## src/rtl/core/chip8_instruction_execute_macros.svh

```systemverilog
// Assertion helpers used by the controller RTL.
`ifndef CHIP8_INSTRUCTION_EXECUTE_MACROS_SVH
`define CHIP8_INSTRUCTION_EXECUTE_MACROS_SVH

// Same-cycle implication, checked outside reset.
`define C8X_ASSERT_NOW(label, clk, rst_n, ante, cons, msg) \
    label: assert property (@(posedge clk) disable iff (!rst_n) (ante) |-> (cons)) \
        else $error(msg);

// Next-cycle implication, checked outside reset.
`define C8X_ASSERT_NEXT(label, clk, rst_n, ante, cons, msg) \
    label: assert property (@(posedge clk) disable iff (!rst_n) (ante) |=> (cons)) \
        else $error(msg);

`endif

```

## src/rtl/core/c8x_pkg.sv

```systemverilog
`default_nettype none

package c8x_pkg;

    // Machine geometry
    localparam int MEMORY_BYTES  = 4096;
    localparam int STACK_DEPTH   = 16;
    localparam int SCREEN_WIDTH  = 64;
    localparam int SCREEN_HEIGHT = 32;
    localparam int MEM_AW        = $clog2(MEMORY_BYTES);
    localparam int SP_W          = $clog2(STACK_DEPTH + 1);
    localparam int STK_AW        = (STACK_DEPTH > 1) ? $clog2(STACK_DEPTH) : 1;
    localparam int ROW_AW        = $clog2(SCREEN_HEIGHT);
    localparam int COL_W         = $clog2(SCREEN_WIDTH);
    localparam int VREGS         = 16;
    localparam logic [11:0] PC_RESET = 12'h200;

    // Item op codes
    localparam logic [1:0] OP_EXEC = 2'd0;
    localparam logic [1:0] OP_LOAD = 2'd1;
    localparam logic [1:0] OP_ROW  = 2'd2;

    // Fault codes
    localparam logic [1:0] F_NONE  = 2'd0;
    localparam logic [1:0] F_UNDEF = 2'd1;
    localparam logic [1:0] F_OVER  = 2'd2;
    localparam logic [1:0] F_UNDER = 2'd3;

    // Opcode groups (top nibble)
    localparam logic [3:0] G_SYS    = 4'h0;
    localparam logic [3:0] G_JP     = 4'h1;
    localparam logic [3:0] G_CALL   = 4'h2;
    localparam logic [3:0] G_SEQ_I  = 4'h3;
    localparam logic [3:0] G_SNE_I  = 4'h4;
    localparam logic [3:0] G_SEQ_R  = 4'h5;
    localparam logic [3:0] G_LD_I   = 4'h6;
    localparam logic [3:0] G_ADD_I  = 4'h7;
    localparam logic [3:0] G_ALU    = 4'h8;
    localparam logic [3:0] G_SNE_R  = 4'h9;
    localparam logic [3:0] G_LD_IDX = 4'hA;
    localparam logic [3:0] G_JP_V0  = 4'hB;
    localparam logic [3:0] G_RND    = 4'hC;
    localparam logic [3:0] G_DRW    = 4'hD;
    localparam logic [3:0] G_KEY    = 4'hE;
    localparam logic [3:0] G_MISC   = 4'hF;

    localparam logic [15:0] I_CLS = 16'h00E0;
    localparam logic [15:0] I_RET = 16'h00EE;

    // ALU sub-ops
    localparam logic [3:0] A_MOV  = 4'h0;
    localparam logic [3:0] A_OR   = 4'h1;
    localparam logic [3:0] A_AND  = 4'h2;
    localparam logic [3:0] A_XOR  = 4'h3;
    localparam logic [3:0] A_ADD  = 4'h4;
    localparam logic [3:0] A_SUB  = 4'h5;
    localparam logic [3:0] A_SHR  = 4'h6;
    localparam logic [3:0] A_SUBN = 4'h7;
    localparam logic [3:0] A_SHL  = 4'hE;

    // Key and misc sub-ops
    localparam logic [7:0] KEY_SKP   = 8'h9E;
    localparam logic [7:0] KEY_SKNP  = 8'hA1;
    localparam logic [7:0] M_GET_DT  = 8'h07;
    localparam logic [7:0] M_WAITKEY = 8'h0A;
    localparam logic [7:0] M_SET_DT  = 8'h15;
    localparam logic [7:0] M_SET_ST  = 8'h18;
    localparam logic [7:0] M_ADD_IDX = 8'h1E;
    localparam logic [7:0] M_FONT    = 8'h29;
    localparam logic [7:0] M_BCD     = 8'h33;
    localparam logic [7:0] M_STORE   = 8'h55;
    localparam logic [7:0] M_LOAD    = 8'h65;

    typedef struct packed {
        logic [1:0]  op;
        logic [15:0] instruction;
        logic [7:0]  random_byte;
        logic [15:0] key_mask;
        logic [11:0] load_address;
        logic [7:0]  load_data;
        logic [4:0]  display_row;
    } t_in_item;

    typedef struct packed {
        logic [11:0] program_counter;
        logic [15:0] index_value;
        logic [7:0]  flag_value;
        logic        draw_request;
        logic        waiting_for_key;
        logic [1:0]  fault_code;
        logic [63:0] row_pixels;
    } t_out_item;

    // Work class of the held item
    typedef enum logic [2:0] {
        KD_PLAIN,
        KD_FLAG,
        KD_DRAW,
        KD_BCD,
        KD_STORE,
        KD_LOAD,
        KD_ROW
    } t_kind;

    typedef struct packed {
        logic accept;
        logic rd_x;
        logic rd_y;
        logic exec;
        logic flag_wr;
        logic draw_rd;
        logic draw_wr;
        logic loop_rd;
        logic loop_wr;
        logic bcd_wr;
        logic row_rd;
        logic finish;
    } t_cmd;

    typedef struct packed {
        t_kind kind;
        logic  loop_last;
        logic  draw_done;
        logic  out_busy;
    } t_sts;

    // Split a byte into hundreds, tens, ones (reciprocal multiply for tens)
    function automatic logic [11:0] c8x_bcd(input logic [7:0] v);
        logic [1:0]  h;
        logic [7:0]  r;
        logic [14:0] p;
        logic [3:0]  t;
        logic [7:0]  o;
        if (v >= 8'd200) begin
            h = 2'd2;
            r = v - 8'd200;
        end else if (v >= 8'd100) begin
            h = 2'd1;
            r = v - 8'd100;
        end else begin
            h = 2'd0;
            r = v;
        end
        p = {8'b0, r[6:0]} * 15'd205;
        t = p[14:11];
        o = r - ({1'b0, t, 3'b0} + {3'b0, t, 1'b0});
        return {2'b0, h, t, o[3:0]};
    endfunction

endpackage

`default_nettype wire

```

## src/rtl/core/c8x_ctrl.sv

```systemverilog
`default_nettype none
`include "chip8_instruction_execute_macros.svh"

module c8x_ctrl import c8x_pkg::*; (
    input  logic i_clk,
    input  logic i_rst_n,
    input  logic i_in_valid,
    output logic o_in_stall,
    input  t_sts i_sts,
    output t_cmd o_cmd
);

    typedef enum logic [11:0] {
        S_IDLE = 12'b0000_0000_0001,
        S_RDX  = 12'b0000_0000_0010,
        S_RDY  = 12'b0000_0000_0100,
        S_EXEC = 12'b0000_0000_1000,
        S_FLAG = 12'b0000_0001_0000,
        S_DRD  = 12'b0000_0010_0000,
        S_DWR  = 12'b0000_0100_0000,
        S_MRD  = 12'b0000_1000_0000,
        S_MWR  = 12'b0001_0000_0000,
        S_BCD  = 12'b0010_0000_0000,
        S_ROW  = 12'b0100_0000_0000,
        S_DONE = 12'b1000_0000_0000
    } t_state;

    t_state r_state, n_state;

    // Next state and commands
    always_comb begin
        n_state = r_state;
        o_cmd   = '0;
        unique case (r_state)
            S_IDLE: begin
                o_cmd.accept = i_in_valid;
                if (i_in_valid) n_state = S_RDX;
            end
            S_RDX: begin
                o_cmd.rd_x = 1'b1;
                n_state    = S_RDY;
            end
            S_RDY: begin
                o_cmd.rd_y = 1'b1;
                n_state    = S_EXEC;
            end
            S_EXEC: begin
                o_cmd.exec = 1'b1;
                unique case (i_sts.kind)
                    KD_FLAG:  n_state = S_FLAG;
                    KD_DRAW:  n_state = S_DRD;
                    KD_BCD:   n_state = S_BCD;
                    KD_STORE: n_state = S_MRD;
                    KD_LOAD:  n_state = S_MRD;
                    KD_ROW:   n_state = S_ROW;
                    default:  n_state = S_DONE;
                endcase
            end
            S_FLAG: begin
                o_cmd.flag_wr = 1'b1;
                n_state       = S_DONE;
            end
            S_DRD: begin
                if (i_sts.draw_done) begin
                    n_state = S_FLAG;
                end else begin
                    o_cmd.draw_rd = 1'b1;
                    n_state       = S_DWR;
                end
            end
            S_DWR: begin
                o_cmd.draw_wr = 1'b1;
                n_state       = S_DRD;
            end
            S_MRD: begin
                o_cmd.loop_rd = 1'b1;
                n_state       = S_MWR;
            end
            S_MWR: begin
                o_cmd.loop_wr = 1'b1;
                n_state       = i_sts.loop_last ? S_DONE : S_MRD;
            end
            S_BCD: begin
                o_cmd.bcd_wr = 1'b1;
                if (i_sts.loop_last) n_state = S_DONE;
            end
            S_ROW: begin
                o_cmd.row_rd = 1'b1;
                n_state      = S_DONE;
            end
            S_DONE: begin
                if (!i_sts.out_busy) begin
                    o_cmd.finish = 1'b1;
                    n_state      = S_IDLE;
                end
            end
            default: n_state = S_IDLE;
        endcase
    end

    always_ff @(posedge i_clk) begin
        if (!i_rst_n) begin
            r_state <= S_IDLE;
        end else begin
            r_state <= n_state;
        end
    end

    assign o_in_stall = (r_state != S_IDLE);

    `C8X_ASSERT_NOW(a_finish_free, i_clk, i_rst_n, o_cmd.finish, !i_sts.out_busy, "finish while output held")
    `C8X_ASSERT_NEXT(a_exec_after_y, i_clk, i_rst_n, o_cmd.rd_y, o_cmd.exec, "exec did not follow operand read")
    `C8X_ASSERT_NEXT(a_draw_pair, i_clk, i_rst_n, o_cmd.draw_rd, o_cmd.draw_wr, "draw read without merge")
    `C8X_ASSERT_NEXT(a_loop_pair, i_clk, i_rst_n, o_cmd.loop_rd, o_cmd.loop_wr, "loop read without write")

endmodule

`default_nettype wire

```

## config.mk

```make
export PLATFORM = sky130hd
export DESIGN_NAME = c8x_ctrl
export DESIGN_NICKNAME = d
export VERILOG_FILES = /design/src/rtl/core/c8x_pkg.sv /design/src/rtl/core/c8x_ctrl.sv
export VERILOG_INCLUDE_DIRS = /design/src /design/src/rtl/core
export SDC_FILE = /design/constraint.sdc
export NUM_CORES = 1
export LEC_CHECK = 0
export ABC_AREA = 1
export BUFFER_PORTS_ARGS = -buffer_cell sky130_fd_sc_hd__buf_2
export CAP_MARGIN = 20
export CORE_MARGIN = 2
export CORE_UTILIZATION = 40
export CTS_CLUSTER_SIZE = 16
export DETAILED_ROUTE_END_ITERATION = 8
export HOLD_SLACK_MARGIN = 0.06
export PLACE_DENSITY_LB_ADDON = 0.05
export SYNTH_ARGS = -nofsm -noshare
export SYNTH_HDL_FRONTEND = slang
export SYNTH_SLANG_ARGS = --single-unit
```

## constraint.sdc

```tcl
create_clock -name i_clk -period 1.1 [get_ports i_clk]
set_input_delay 0 -clock i_clk [delete_from_list [all_inputs] [get_ports i_clk]]
set_output_delay 0 -clock i_clk [all_outputs]
set_load 0.01 [all_outputs]
```

== Word-level counts from Yosys, hierarchy flattened ==
Cells that the tools add are included.
Storage, ports and cells
  bits of input ports: 9
  output and inout port bits: 13
  register bits: 12
  word-level logic and storage cells: 47
Cells by class
  reduce and logical (&&, ||, !) cells: 3
  equal/unequal tests: 22
  muxes and demuxes: 21
Operators with widths (count)
  case mux 12 bit (11 select lines): 1
  case mux 12 bit (5 select lines): 1
  two-way mux 12 bit: 4
  two-way mux 1 bit: 14
  equality test 12 x 1 -> 1 bit, second input constant: 1
  equality test 12 x 10 -> 1 bit, second input constant: 1
  equality test 12 x 11 -> 1 bit, second input constant: 1
  equality test 12 bit, second input constant: 1
  equality test 12 x 2 -> 1 bit, second input constant: 1
  equality test 12 x 3 -> 1 bit, second input constant: 1
  equality test 12 x 4 -> 1 bit, second input constant: 1
  equality test 12 x 5 -> 1 bit, second input constant: 1
  equality test 12 x 6 -> 1 bit, second input constant: 1
  equality test 12 x 7 -> 1 bit, second input constant: 1
  equality test 12 x 8 -> 1 bit, second input constant: 1
  equality test 12 x 9 -> 1 bit, second input constant: 1
  inequality test 12 x 1 -> 1 bit, second input constant: 1
  equality test 3 bit, second input constant: 3
  two-way mux 7 bit: 1
  equality test 3 x 2 -> 1 bit, second input constant: 2
  inequality test 2 bit, second input constant: 3
  OR reduction 2 bit: 2
  equality test 3 x 1 -> 1 bit, second input constant: 1
  AND reduction 3 bit: 1

== Depth between registers and ports, before layout ==
  depth after elaboration: 4
  mapped depth: 8
  gate-level depth less buffers: 8

== Worst setup path after synthesis ==
OpenSTA, ideal clock, no wires.
  path kind: reg-to-reg
  start: reg r_state[0]
  end: reg r_state[6]
  stages on the path, launching flop included: 7
  arrival: 1.131 ns
  clock period less this slack: 1.204 ns
  buffers on the path: 0
  data required time: 1.027 ns
  path slack: -0.104 ns
  library setup time: 0.073 ns
  cells stage by stage: dfxtp_1 -> nor2_2 -> nand2_2 -> nor2_4 -> nand2_1 -> nor2_1 -> nor3b_2
On the way
  cells in the longest elaborated chain, start to end: 3
  elaborated cells between the ends (all ways): 18
  those cells by class: 15 x eq/ne; 1 x mux; 2 x reduce/logical
RTL lines
  start: declaration: RTL line c8x_ctrl.sv:28  | t_state r_state, n_state;
  start signal: assignment: RTL line c8x_ctrl.sv:105  | r_state <= n_state;
  equality test 12 x 11 -> 1 bit (tied with other cells): RTL line c8x_ctrl.sv:34  | unique case (r_state)
  OR reduction 2 bit (no source line) / inequality test 2 bit (equally long branches)
  case mux 12 bit (11 select lines) / AND reduction 3 bit (equally long branches)
Parallel ways exist; a longest one is shown, timed or not.
A chain may end at the register's enable or synchronous reset.

== Worst setup path in the final report ==
  start: reg r_state[9]
  end: reg r_state[7]
Same word-level chain as after synthesis.

==> results.md <==
* Status: complete, but fails checks
* Failing checks: setup timing
* Crit path DAT at ~1.8 ns
* Post-route DRC violation count at 0
* Share of cells above drive strength 1 at roughly 63%
* Yosys reg bits at 12
* Fin Setup TNS at -8.34 ns
* Final Hold Vio Count at 0
* WP buf/inv at 3
* Die height at 49.2 um
* Detailed Routing Iterations Pass 1 at 5
* Cell Pwr Density at around 1400 mW/mm^2
* Setup Skew at approximately 0.0053 ns
* Hold WS at 0.148 ns
* Core area at roughly 0.0019 mm^2
* CTS buffer count at 3
* Post-DP Area at around 0.0012 mm^2
* Wire per inst at roughly 16 um
* Total GRT Usage at 22.5%
* Largest net degree at the start of global routing at 10
* CTS root buffer: clkbuf_4
* Fin cells at between 200 and 250
* Biggest regs: r_state x12
* Largest register FFs at 12
* Synth warn at 0
* Worst ir drop on vdd at 0.00101 V
* Design area at approximately 0.0017 mm^2
* Number of stages on the worst setup path at 8
* Reg2Reg Setup Slack at -0.48 ns
* Critical Path RT at 1.30 ns
* CTS tree: built
* Cell Chain, Critical Path: buf_4 -> inv_1 -> nand2_1 -> nor2_1 -> nand2_2 -> buf_4 -> or2_0 -> a21oi_1
* Measured slew at the worst slew-check pin at ~0.41 ns
* Layout Utilization at slightly below 90%
* Buffers added on ports at 21
* Initial antenna violation count at 0
* DP HPWL at between 1500 and 2000 um
* Final wirelength at 3580 um
* Worst Setup End Kind: flop
* Syn_nets at roughly 150
* Slowest cell on the critical path: dfxtp_1
* Longest Clk Path Bufs at 2
* Max Cap Viol at 0
* Setup Viol. Count Final at 25
* # rows at 16
* Most frequent cells in the layout: buf_6, buf_4, nand2_1, inv_1, nor2_2
* Nets at 214
* Tmin final at about 1.6 ns
* Met3 Usage GRT at under 10%
* Min-Delay Path Class: input port to flop
* H-tree depth at 1
* Area Overhead vs Synth at 105%
* Final ANT Viol Nets at 0
* DR vias/cell at between 5 and 6
* Gpl congestion at between 0.8 and 0.9
* Synth cell types at 19
* Most common cell after layout, fill and taps aside: buf_6
* Via count at 1183
* Headroom to the max-slew limit at between 70 and 80%
* Setup Crit Path Kind: flop to flop
* Grt met2 use at 42.8%
* GRT Residual Overflow at 0
* Worst reg2reg path depth at 8
* Die area at around 0.0024 mm^2
* Post-Place Setup Slack at -0.243 ns
* Power Total at 2.37 mW
* Clk_lat worst skew at between 0.2 and 0.3 ns
* Leak at ~0.86 nW
* Top reg by flops: r_state
* Crit path launch type: flop
* Slowest stage delay, CP at 0.34 ns
* CP endpoint: r_state[7]$_SDFFE_PN0P_
* Sequential share of the synthesized area at ~29%
* Hold_sp: i_sts[0]
* Clock slew at reported path FFs at approximately 0.09 ns
* RSZ-0062 raised after global routing: true
* IO Pins at 22
* Fmax at between 600 and 700 MHz
* GRT met1 Usage at between 20% and 30%
* R2R Path Start: r_state[9]$_SDFFE_PN0P_
* Vias in the first global route at just over 1k
* Post-Syn Area at 817 um^2
* Number of diodes at 0
* First-pass GRT wire length at roughly 4200 um
* Final Cycle Share at 144%
* Worst Slack Setup Final at -0.481 ns
* Critical path peak fanout at 2
* Synth Instances at between 100 and 150
* Slew Viols, Final at 0
* Clock tree sinks at 12
* Post-Place Cells at approximately 210
* Initial Utilization at between 40% and 50%
* Die Width at 49.2 um
* GR peak layer: met2
* Worst Setup SP: r_state[9]$_SDFFE_PN0P_
* Average size of a mapped cell at around 6.0 um^2
* Worst path most repeated cell: buf_4
* CP delay by family, top: simple AND/OR/NAND/NOR gates
* FF-to-FF End: r_state[7]$_SDFFE_PN0P_
* DRT iter0 DRCs at 65
==> cell usage after synthesis, drive strengths merged <==
| cell | n | area (um^2) |
|---|---|---|
| nor3b | 1 | 12.5 |
| clkinv | 1 | 3.75 |
| nor3 | 7 | 35.0 |
| dfxtp | 12 | 240 |
| or2 | 1 | 6.26 |
| inv | 28 | 105 |
| nor2 | 29 | 148 |
| nand2 | 37 | 151 |
| nand3b | 1 | 7.51 |
| o21ai | 3 | 15.0 |
| a21oi | 3 | 15.0 |
| nand4 | 2 | 12.5 |
| nand3 | 12 | 65.1 |
==> worst min-delay path by stage <==
stage                              endpoint  slack (ns)  depth (start not counted)
finish              r_state[1]$_SDFFE_PN0P_        0.15                          4
CTS                 r_state[7]$_SDFFE_PN0P_        0.07                          3
floorplan                          o_cmd[6]        0.03                          1
detailed placement                 o_cmd[0]        0.25                          3
global placement                   o_cmd[0]        0.25                          3
global route        r_state[2]$_SDFFE_PN0P_        0.16                          4
==> where the power goes <==
group	leakage [nW]	switching [mW]	total, mW	internal [mW]
clock	0.0210	0.181	0.382	0.201
sequential	0.101	0.0571	0.550	0.493
combinational	0.736	0.797	1.44	0.639
==> logic make-up (layout without fill, tap and decap cells) <==
kind of cell           after synthesis  after routing  share of synthesized area (%)
buffers and inverters               29             96                           13.3
AND/OR/NAND/NOR                     90             90                           53.6
flip-flops                          12             12                           29.4
AO/OA/AOI/OAI                        6              6                           3.67
==> area by class of cell <==
class,instances,area (um^2)
Clock buffer,4,36.3
Tap cell,27,33.8
Inverter,29,124
Fill cell,105,264
Sequential cell,12,249
Multi-Input combinational cell,96,674
Timing Repair Buffer,63,561
==> what timing repair did <==
item                                    in CTS  in global routing
hold buffers                                 5                  1
endpoints found under the setup margin      25                 25
hold endpoints to repair                     8                  1
pin swaps                                    8                 18
setup buffers                                7                  6
resized for setup                           34                 61
==> worst reg2reg max path, stage by stage, from the launching register on <==
cell and delay (ns):
dfxtp_1 0.34, buf_4 0.14, inv_1 0.09, nand2_1 0.07
nor2_1 0.23, nand2_2 0.12, buf_4 0.17, or2_0 0.22
a21oi_1 0.15
==> layer usage <==
metal,wire (um),part of all wire [%]
met2,2000,56
met3,164,4.6
met4,159,4.4
met1,1260,35
met5,0,0
Power figures use the tool's default switching activity.
